$ cat config.mk
export PLATFORM = sky130hd
export DESIGN_NAME = pbd_cmd_queue
export DESIGN_NICKNAME = d
export VERILOG_FILES = /design/src/rtl/pbd_pkg.sv /design/src/rtl/pbd_cmd_queue.sv
export SDC_FILE = /design/constraint.sdc
export NUM_CORES = 1
export LEC_CHECK = 0
export ABC_AREA = 1
export BUFFER_PORTS_ARGS = -buffer_cell sky130_fd_sc_hd__buf_2
export CORE_MARGIN = 4
export CORE_UTILIZATION = 58
export DETAILED_ROUTE_END_ITERATION = 7
export GPL_TIMING_DRIVEN = 0
export PLACE_DENSITY = 0.89
export SYNTH_ARGS = -nofsm -noshare
export SYNTH_HDL_FRONTEND = slang
export SYNTH_SLANG_ARGS = --single-unit
$ cat constraint.sdc
create_clock -name clk -period 6.6 [get_ports clk]
set_clock_uncertainty 0.2 [all_clocks]
set_input_delay 0.99 -clock clk [delete_from_list [all_inputs] [get_ports clk]]
set_output_delay 0.99 -clock clk [all_outputs]
set_load 0.05 [all_outputs]
$ cat src/rtl/pbd_pkg.sv
// ----------------------------------------------------------------------------
// Power-of-two box downsampler package
// Shared sizes, register map, and the beat structures that pass between the
// front end, the command queue and the accumulation back end.
// ----------------------------------------------------------------------------
package pbd_pkg;

    localparam int MAX_WIDTH     = 4096;
    localparam int MAX_HEIGHT    = 4096;
    localparam int SAMPLE_BITS   = 16;
    localparam int SIZE_BITS     = 13;
    localparam int POS_BITS      = 12;
    localparam int SHIFT_BITS    = 4;
    localparam int SHIFT_LIMIT   = 15;
    localparam int LINE_DEPTH    = MAX_WIDTH / 2;
    localparam int OX_BITS       = $clog2(LINE_DEPTH);
    localparam int SUM_BITS      = 40;

    localparam int CMDQ_DEPTH    = 4;
    localparam int CMDQ_PTR_BITS = $clog2(CMDQ_DEPTH);
    localparam int CMDQ_CNT_BITS = $clog2(CMDQ_DEPTH + 1);
    localparam int RESQ_DEPTH    = 4;
    localparam int RESQ_PTR_BITS = $clog2(RESQ_DEPTH);
    localparam int RESQ_CNT_BITS = $clog2(RESQ_DEPTH + 1);

    localparam int APB_DATA_BITS = 32;
    localparam int APB_ADDR_BITS = 4;

    localparam logic [1:0] REG_IMAGE_WIDTH  = 2'd0;
    localparam logic [1:0] REG_IMAGE_HEIGHT = 2'd1;
    localparam logic [1:0] REG_MAX_WIDTH    = 2'd2;

    typedef struct packed {
        logic [SIZE_BITS-1:0] width;
        logic [SIZE_BITS-1:0] height;
        logic [SIZE_BITS-1:0] max_width;
    } cfg_t;

    typedef struct packed {
        logic [SAMPLE_BITS-1:0] red;
        logic [SAMPLE_BITS-1:0] green;
        logic [SAMPLE_BITS-1:0] blue;
        logic [OX_BITS-1:0]     ox;
        logic [SHIFT_BITS-1:0]  shift;
        logic                   first;
        logic                   last;
        logic                   frame_last;
        logic [SIZE_BITS-1:0]   dw;
        logic [SIZE_BITS-1:0]   dh;
    } cmd_t;

    typedef struct packed {
        logic [SAMPLE_BITS-1:0] red;
        logic [SAMPLE_BITS-1:0] green;
        logic [SAMPLE_BITS-1:0] blue;
        logic                   frame_last;
        logic [SIZE_BITS-1:0]   scaled_width;
        logic [SIZE_BITS-1:0]   scaled_height;
    } res_t;

endpackage

$ cat src/rtl/pbd_cmd_queue.sv
// ----------------------------------------------------------------------------
// Downsampler command queue
// Short first-in first-out store of classified pixels between the front end
// and the back end, so that either side can stall on its own.
// ----------------------------------------------------------------------------
module pbd_cmd_queue (
    input  logic          clk,
    input  logic          rst_n,
    input  logic          push,
    input  pbd_pkg::cmd_t din,
    output logic          full,
    input  logic          pop,
    output pbd_pkg::cmd_t dout,
    output logic          empty
);
    import pbd_pkg::*;

    cmd_t                     entry_reg [CMDQ_DEPTH];
    logic [CMDQ_PTR_BITS-1:0] wr_ptr_reg, wr_ptr_next;
    logic [CMDQ_PTR_BITS-1:0] rd_ptr_reg, rd_ptr_next;
    logic [CMDQ_CNT_BITS-1:0] count_reg, count_next;
    logic                     do_push;
    logic                     do_pop;

    assign full    = (count_reg == CMDQ_CNT_BITS'(CMDQ_DEPTH));
    assign empty   = (count_reg == '0);
    assign do_push = push && !full;
    assign do_pop  = pop && !empty;
    assign dout    = entry_reg[rd_ptr_reg];

    always_comb
    begin
        wr_ptr_next = do_push ? wr_ptr_reg + 1'b1 : wr_ptr_reg;
        rd_ptr_next = do_pop ? rd_ptr_reg + 1'b1 : rd_ptr_reg;
        count_next  = count_reg;
        if (do_push && !do_pop)
        begin
            count_next = count_reg + 1'b1;
        end
        else if (do_pop && !do_push)
        begin
            count_next = count_reg - 1'b1;
        end
    end

    always_ff @(posedge clk)
    begin
        if (do_push)
        begin
            entry_reg[wr_ptr_reg] <= din;
        end
    end

    always_ff @(posedge clk or negedge rst_n)
    begin
        if (!rst_n)
        begin
            wr_ptr_reg <= '0;
            rd_ptr_reg <= '0;
            count_reg  <= '0;
        end
        else
        begin
            wr_ptr_reg <= wr_ptr_next;
            rd_ptr_reg <= rd_ptr_next;
            count_reg  <= count_next;
        end
    end

endmodule

==> impl_metrics.json, run 1 <==
{
  "synth_top_family_by_area": "compound AO/OA/AOI/OAI gates",
  "power.switching_mw": 4.22,
  "holdWs_ps": 107,
  "grt_pass1_wl_mm": 52.6,
  "syn_nets": 1237,
  "start_util": 0.592,
  "vdd_ir_drop_max_mv": 0.464,
  "crit_chain": "inv_2 > buf_1 > nand2_1 > o211ai_1 > nand2_1 > buf_2",
  "finalHoldViolations": 0,
  "rsz0062_at_grt": "false",
  "root_buffer": "clkbuf_16",
  "dp_hpwl_mm": 21.8,
  "clockPowerShare": 0.217,
  "leakagePower_nw": 7.30,
  "slowest_delay_ps": 510,
  "numCtsBuffers": 37,
  "detail_route.first_pass.iterations": 5,
  "synthXorXnorAreaFrac": 0.000584,
  "post_cts_buffers": 0,
  "place_ws_ps": 3520,
  "grt_start_max_net_pins": 31,
  "sequentialPowerShare": 0.338,
  "routedWlPerCell_um": 19.7,
  "dieArea_um2": 28500,
  "drive_gt1_frac": 0.220,
  "ys_seq_area_frac": 0.749,
  "maxCapViolations": 0,
  "synth_simple_gate_area_frac": 0.0774,
  "core_area_um2": 25300,
  "die_y_um": 169,
  "synth.cell_area_um2": 15000,
  "crit_start": "rd_ptr_reg[0]$_DFFE_PN0P_",
  "drt-total-wl_mm": 34.3,
  "r2r-start": "count_reg[0]$_DFFE_PN0P_",
  "totalPowerFinal_mw": 9.58,
  "cp_data_required_time_ps": 5410,
  "antenna_found_initial": 7,
  "dr.first_iter.drc_count": 970,
  "fin_ws_ps": 3110,
  "syn_to_final_growth_pct": 19.0,
  "cts_hold_buf": 0,
  "gp_congestion": 0.771,
  "syn_inst": 1135,
  "max_slew_margin": 0.517,
  "largest_register_ffs": 368,
  "cts.clk_slew.worst_paths_ps": 60,
  "grt_pass1_vias": 9938,
  "path_class": "reg2out",
  "grt_overflow": 0,
  "fin_nets": 1477,
  "fin_crit_sh": 0.528,
  "postSynthAreaPerCell_um2": 13.2,
  "crit_top_cell": "nand2_1",
  "tightestPinTransition_ps": 722,
  "start_kind": "register",
  "cts-resized-gates": 0,
  "end_kind": "output pin",
  "synth_compound_area_frac": 0.0925,
  "slowest_stage": "buf_1",
  "vias": 9617,
  "slew_viol_final": 0,
  "ioPinCount": 190,
  "critPathMaxFanout": 10,
  "synthAdderAreaFrac": 0.00551,
  "rows": 58,
  "yosys_warnings": 0,
  "max_freq_mhz": 287,
  "cp.arrival_ps": 2300,
  "cts_tree": "yes",
  "synthMuxAreaShare": 0,
  "drc": 0,
  "status": "completed",
  "setup_violations": 0,
  "power.density_nw_per_um2": 537,
  "synthDistinctLibCells": 19,
  "viasPerCell": 5.54,
  "internal_power_mw": 5.36,
  "antenna_left": 0,
  "clockBufferDepth": 3,
  "fin_tns_setup_ps": 0,
  "port_buffers": 189,
  "ys_seq_elements": 375,
  "worstSkewPairLatency_ps": 510,
  "swShare": 0.441,
  "share_comb_of_total_power": 0.445,
  "grt.total_usage": 0.237,
  "numClockSinks": 375,
  "die_w_um": 169,
  "worstHoldPathType": "in2async",
  "htreeDepth": 2,
  "layout_min_cycle_time_ps": 3490
}
==> critical path: cells and delay by family (launching register included) <==
family | cells | cell delay (ps)
flops | 1 | 400
buf+inv | 3 | 990
simple gates | 2 | 240
compound gates | 1 | 150
==> per-layer routing <==
layer	routed length, um	part of all wire	global-route usage
met1	12600	0.37	0.289
met2	17800	0.52	0.422
met3	2560	0.075	0.0399
met4	1230	0.036	0.0970
met5	54	0.0016	0
==> cells by family (layout without fill, tap and decap cells) <==
kind of cell             count (synthesis)  count (layout)
flip-flops                             375             375
other                                    0               3
AO/OA/AOI/OAI                          185             185
buffers and inverters                  262             529
AND/OR/NAND/NOR                        306             306
adder cells (fa/ha/maj)                  6               6
XOR/XNOR                                 1               1
==> through the flow <==
step | instances | utilization | instance area (um2)
after floorplan | 1135 | - | 15000
after global placement | 1654 | 0.646 | 16400
after detailed placement | 1666 | 0.657 | 16600
after CTS | 1732 | 0.704 | 17800
after global routing | 1735 | 0.704 | 17800
final | 1735 | 0.704 | 17800
==> synth_stat cells, drive strengths merged <==
| cell | number | area [um2] |
|---|---|---|
| nand2 | 294 | 1100 |
| clkbuf | 6 | 23.8 |
| dfrtp | 7 | 175 |
| nand4 | 1 | 6.26 |
| ha | 5 | 62.6 |
| edfxtp | 368 | 11100 |
| buf | 55 | 350 |
| nand3 | 7 | 35.0 |
| xnor2 | 1 | 8.76 |
| inv | 201 | 754 |
| nor2 | 4 | 15.0 |
| o211ai | 184 | 1380 |
| fa | 1 | 20.0 |
| o21ai | 1 | 5.00 |
==> placed cells by master, fill, tap and decap left out <==
master      Yosys  layout
nand2_1       294     294
buf_1           6       6
diode_2         0       3
nand4_1         1       1
dfrtp_1         7       7
nand3_1         7       7
buf_6          12      12
buf_4           3       3
bufinv_16       0       4
inv_6           0       1
clkinv_2        0       5
buf_12          0      11
nor2_4          0       4
clkbuf_16       0      39
inv_2           2       2
buf_2          34     223
clkbuf_2        1       1
clkbuf_1        5      14
o21ai_0         1       1
fa_1            1       1
ha_1            5       5
o211ai_1      184     184
clkinvlp_4      0       3
clkinv_1        0       5
inv_1         199     199
edfxtp_1      368     368
xnor2_1         1       1
buf_16          0       1
==> path summary, 6_finish.rpt <==
path	to	slack, ps	depth (start not counted)
worst max-delay path	dout[78]	3110	6
worst min-delay path	wr_ptr_reg[1]$_DFFE_PN0P_	110	1
worst max register to register	entry_reg[1][29]$_DFFE_PP_	3960	6
worst min register to register	count_reg[2]$_DFFE_PN0P_	310	2
max in group asynchronous	rd_ptr_reg[0]$_DFFE_PN0P_	5930	1
min in group clk	count_reg[2]$_DFFE_PN0P_	310	2
==> area by class of cell <==
| class | count | area, um2 |
|---|---|---|
| clock inverter | 18 | 195 |
| clock buffer | 48 | 1010 |
| buffer | 61 | 374 |
| timing repair buffer | 201 | 1190 |
| tap | 330 | 413 |
| multi-input combinational | 498 | 2670 |
| sequential | 375 | 11200 |
| fill | 1560 | 7490 |
| inverter | 201 | 754 |
| antenna | 3 | 7.51 |
==> power groups by stage <==
| stage | logic (mW) | clock network, mW | registers, mW |
|---|---|---|---|
| finish | 4.26 | 2.08 | 3.24 |
| global route | 4.52 | 2.21 | 3.27 |
| CTS | 4.28 | 2.10 | 3.24 |
| detailed placement | 4.24 | 0 | 3.28 |
| global placement | 4.03 | 0 | 3.39 |
| floorplan | 3.00 | 0 | 3.32 |
Power figures use the tool's default switching activity.
==> inputs of run 2 (changes only) <==
Clock period 6.6 ns to 3.5 ns, I/O delays scaled along.
==> run 2 against run 1 <==
Sequential share of layout area is 0.40 points higher. Flip-flop and latch count stayed put. Non-clock buffer count is 1 higher. Clock power is 73% higher. Highest routed layer unchanged.
==> impl_metrics.json, run 2 (synthesized netlist as in run 1, its figures left out) <==
{
  "core_area_um2": 25300,
  "min_path_cells": 1,
  "start_util": 0.592,
  "crit_start": "rd_ptr_reg[0]$_DFFE_PN0P_",
  "crit_chain": "inv_2 > buf_6 > buf_2 > o211ai_1 > nand2_1 > buf_2",
  "grt_overflow": 0,
  "layout_min_cycle_time_ps": 2930,
  "tightestPinTransition_ps": 761,
  "ff2ff_path_depth": 6,
  "crit_top_cell": "buf_2",
  "crit_family": "buffers and inverters",
  "r2r-end": "entry_reg[2][41]$_DFFE_PP_",
  "htreeDepth": 2,
  "slew_viol_final": 0,
  "r2r-start": "count_reg[0]$_DFFE_PN0P_",
  "dieArea_um2": 28500,
  "grt_start_max_net_pins": 31,
  "fin_crit_sh": 0.838,
  "dp_hpwl_mm": 21.1,
  "hold_start": "din[42]",
  "routedWlPerCell_um": 19.2,
  "detail_route.first_pass.iterations": 6,
  "vdd_ir_drop_max_mv": 0.835,
  "status": "completed",
  "cts_tree": "yes",
  "end_kind": "output pin",
  "max_slew_margin": 0.491,
  "root_buffer": "clkbuf_16",
  "clockBufferDepth": 3,
  "dp.cells": 1666,
  "numClockSinks": 375,
  "dr.first_iter.drc_count": 943,
  "worstHoldPathType": "in2reg",
  "max_freq_mhz": 341,
  "die_w_um": 169,
  "grt_pass1_wl_mm": 51.8,
  "cp.arrival_ps": 2210,
  "port_buffers": 189,
  "ioPinCount": 190,
  "antenna_found_initial": 5,
  "syn_to_final_growth_pct": 18.3,
  "grt.total_usage": 0.233,
  "rrSetupSlack_ps": 830,
  "fin_ws_ps": 566,
  "worstSkewPairLatency_ps": 500,
  "setup_violations": 0,
  "fin_area_um2": 17700,
  "fin_util": 0.700,
  "numCtsBuffers": 37,
  "holdPathEnd": "entry_reg[0][42]$_DFFE_PP_",
  "leakagePower_nw": 7.26,
  "most-common-layout-cells": "edfxtp_1 (368), nand2_1 (294), buf_2 (223)",
  "drt-total-wl_mm": 33.2,
  "post_cts_buffers": 0,
  "antenna_left": 0,
  "nFillCells": 1603,
  "cp_data_required_time_ps": 2770,
  "maxCapViolations": 0,
  "grt_pass1_vias": 9748,
  "path_class": "reg2out",
  "final_common_cell": "edfxtp_1",
  "slowest_delay_ps": 410,
  "drive_gt1_frac": 0.216,
  "vias": 9583,
  "place_ws_ps": 825,
  "drc": 0,
  "rows": 58,
  "place_area_um2": 16600,
  "rsz0062_at_grt": "false",
  "die_y_um": 169,
  "slowest_stage": "dfrtp_1",
  "largest_register_ffs": 368,
  "gp_congestion": 0.764,
  "critPathBufInv": 4,
  "power.density_nw_per_um2": 999,
  "cts.clk_slew.worst_paths_ps": 60,
  "viasPerCell": 5.54,
  "stdcell_count": 1731,
  "fin_nets": 1478,
  "fin_tns_setup_ps": 0,
  "finalHoldViolations": 0,
  "critPathMaxFanout": 10,
  "start_kind": "register"
}
==> run 2: how the worst max path moves through the flow <==
| stage | end | slack (ps) | depth (start not counted) |
|---|---|---|---|
| 6_report | dout[87] | 570 | 6 |
| 5_1_grt | dout[84] | 410 | 6 |
| 4_1_cts | dout[87] | 520 | 6 |
| 3_5_place_dp | entry_reg[2][34]$_DFFE_PP_ | 820 | 6 |
| 3_3_place_gp | entry_reg[1][30]$_DFFE_PP_ | -2090 | 4 |
| 2_1_floorplan | entry_reg[0][0]$_DFFE_PP_ | -300 | 4 |
==> run 2: layout make-up <==
| cell class | instances | area [um2] | area share |
|---|---|---|---|
| clock inverter | 15 | 116 | 0.00656 |
| multi-input combinational | 498 | 2670 | 0.150 |
| antenna | 3 | 7.51 | 0.000423 |
| timing repair buffer | 202 | 1210 | 0.0683 |
| inverter | 201 | 754 | 0.0426 |
| buffer | 61 | 374 | 0.0211 |
| tap | 330 | 413 | 0.0233 |
| sequential | 375 | 11200 | 0.633 |
| clock buffer | 46 | 960 | 0.0541 |
==> run 2: repair_timing <==
action,CTS,global route
resized for setup,0,0
hold endpoints to repair,7,0
hold buffers,1,0
==> run 2: metrics by stage <==
stage          hold slack [ps]  total power, mW
2_1_floorplan             29.4             11.9
3_3_place_gp               169             13.9
3_5_place_dp               171             14.2
4_1_cts                   17.8             17.8
5_1_grt                   21.9             18.6
6_report                  37.7             17.7
==> run 2: power by group <==
group	internal (mW)	switching (mW)
combinational	1.88	6.14
sequential	5.89	0.209
clock	2.08	1.52
total	9.85	7.87
==> run 2: metal layers <==
layer	routed length, um	track usage	up-vias
met2	17200	0.409	437
met4	752	0.0709	4
li1	-	-	4440
met1	12500	0.297	4637
met5	20	0	-
met3	2720	0.0432	65
==> inputs of run 3 (changes only) <==
Clock period 3.5 ns to 2.8 ns, I/O delays scaled along.
==> run 3 against run 2 <==
Highest routed layer is now met4. Critical path type unchanged. Critical endpoint is now dout[45]. Power rose by 28%. Die area did not move. Register-to-register slack got worse by 650 ps. Sequential share of layout area fell by 3.7 points. Core utilization rose by 4.3 points. Routed wire length rose by 9.2%. Flip-flop and latch count did not move. First-iteration DRC count rose by 24%. Critical path depth rose by 1. Combinational power rose by 31%. Global-route usage rose by 2.0 points. Largest cell class unchanged. Final cell count rose by 5.7%.
==> impl_metrics.json, run 3 (synthesized netlist as in run 1, its figures left out) <==
{
  "status": "completed",
  "dr.first_iter.drc_count": 1174,
  "grt_pass1_wl_mm": 55.9,
  "critPathMaxFanout": 10,
  "max_freq_mhz": 371,
  "clockBufferDepth": 3,
  "root_buffer": "clkbuf_16",
  "layout_min_cycle_time_ps": 2700,
  "largest_register_ffs": 368,
  "viasPerCell": 5.58,
  "fin_nets": 1578,
  "rsz0062_at_grt": "true",
  "die_y_um": 169,
  "power.density_nw_per_um2": 1200,
  "multi_input_area_um2": 2670,
  "dieArea_um2": 28500,
  "htreeDepth": 2,
  "path_class": "reg2out",
  "numClockSinks": 375,
  "slew_viol_final": 0,
  "antenna_left": 0,
  "die_w_um": 169,
  "vias": 10213,
  "numCtsBuffers": 37,
  "cts.clk_slew.worst_paths_ps": 60,
  "fin_crit_sh": 0.964,
  "register_area_um2": 11200,
  "leakagePower_nw": 7.73,
  "start_kind": "register",
  "drc": 0,
  "ff2ff_path_depth": 6,
  "port_buffers": 189,
  "drt-total-wl_mm": 36.3,
  "worstSkewPairLatency_ps": 500,
  "end_kind": "output pin",
  "slowest_stage": "dfrtp_1",
  "syn_to_final_growth_pct": 25.6,
  "nFillCells": 1441,
  "worstHoldPathType": "in2async",
  "max_slew_margin": 0.609,
  "grt_pass1_vias": 10480,
  "gp_congestion": 0.764,
  "tightestPinTransition_ps": 587,
  "fin_util": 0.743,
  "maxCapViolations": 0,
  "rows": 58,
  "final_common_cell": "edfxtp_1",
  "core_area_um2": 25300,
  "drive_gt1_frac": 0.212,
  "antenna_found_initial": 0,
  "vdd_ir_drop_max_mv": 0.888,
  "cts_tree": "yes",
  "routedWlPerCell_um": 19.8,
  "crit_chain": "clkbuf_2 > inv_2 > buf_4 > clkbuf_4 > o211ai_1 > nand2_1 > buf_2",
  "start_util": 0.592,
  "detail_route.first_pass.iterations": 5,
  "finalHoldViolations": 0,
  "ioPinCount": 190,
  "grt_start_max_net_pins": 31,
  "grt.total_usage": 0.253,
  "dp_hpwl_mm": 21.1,
  "cp.arrival_ps": 2080,
  "grt_overflow": 0,
  "most-common-layout-cells": "edfxtp_1 (368), nand2_1 (294), inv_1 (199)",
  "cp_data_required_time_ps": 2180,
  "slowest_delay_ps": 350,
  "setup_violations": 0,
  "holdWs_ps": 84.1
}
==> run 3: cell count changes in the layout (fill, tap and decap cells not counted), sizes merged <==
cell         before  now
buf             256  217
dlygate4sd3       1   95
inv             201  200
clkbuf           52   97
diode             3    1
clkinv           13   14
==> run 3: routing by layer <==
layer	vias to the layer above	wire length, um	track usage
li1	4642	-	-
met4	0	1020	0.0783
met3	93	2830	0.0437
met2	537	19100	0.458
met1	4941	13300	0.310
met5	-	0	0
==> run 3: worst max-delay path, delay by kind of cell (launching register included) <==
kind | cells | cell delay (ps)
buffers and inverters | 5 | 990
AO/OA/AOI/OAI | 1 | 110
AND/OR/NAND/NOR | 1 | 120
flip-flops | 1 | 350
==> run 3: final timing paths <==
path	startpoint	endpoint	slack (ps)
setup / recovery	rd_ptr_reg[1]$_DFFE_PN0P_	dout[45]	100
setup reg to reg	count_reg[0]$_DFFE_PN0P_	entry_reg[0][43]$_DFFE_PP_	180
max in group asynchronous	rst_n	rd_ptr_reg[0]$_DFFE_PN0P_	2140
hold / removal	rst_n	wr_ptr_reg[1]$_DFFE_PN0P_	80
min in group clk	count_reg[2]$_DFFE_PN0P_	count_reg[2]$_DFFE_PN0P_	310
hold reg to reg	count_reg[2]$_DFFE_PN0P_	count_reg[2]$_DFFE_PN0P_	310
==> run 3: repair_timing <==
item | CTS | global route
buffers inserted | 0 | 6
resized for setup | 2 | 51
pin swaps | 0 | 2
setup endpoints to repair | 52 | 134
hold endpoints to repair | 379 | 0
hold buffers | 95 | 0
==> run 3: per-stage QoR <==
step / TNS, ps / power [mW] / cell area, um2 / worst slack [ps] / instances
3_3_place_gp: -1007590 / 17.4 / 16400 / -2790 / 1654
6_report: 0 / 22.6 / 18800 / 101 / 1829
4_1_cts: 0 / 22.4 / 18700 / 4.75 / 1822
5_1_grt: -226 / 23.7 / 18800 / -43.4 / 1828
2_1_floorplan: -367250 / 14.8 / 15000 / -998 / 1135
3_5_place_dp: 0 / 17.7 / 16600 / 125 / 1666
==> run 3: report_power, final <==
part	switching, mW	internal, mW
clock	1.93	2.60
sequential	0.285	7.37
combinational	7.81	2.65
==> run 3: area by class of cell <==
type                            instances  area share
Timing Repair Buffer                  302       0.120
Clock buffer                           46      0.0510
Buffer                                 61      0.0227
Antenna cell                            1    0.000133
Multi-Input combinational cell        498       0.142
Inverter                              201      0.0403
Sequential cell                       375       0.596
Tap cell                              330      0.0219
Clock inverter                         15     0.00618
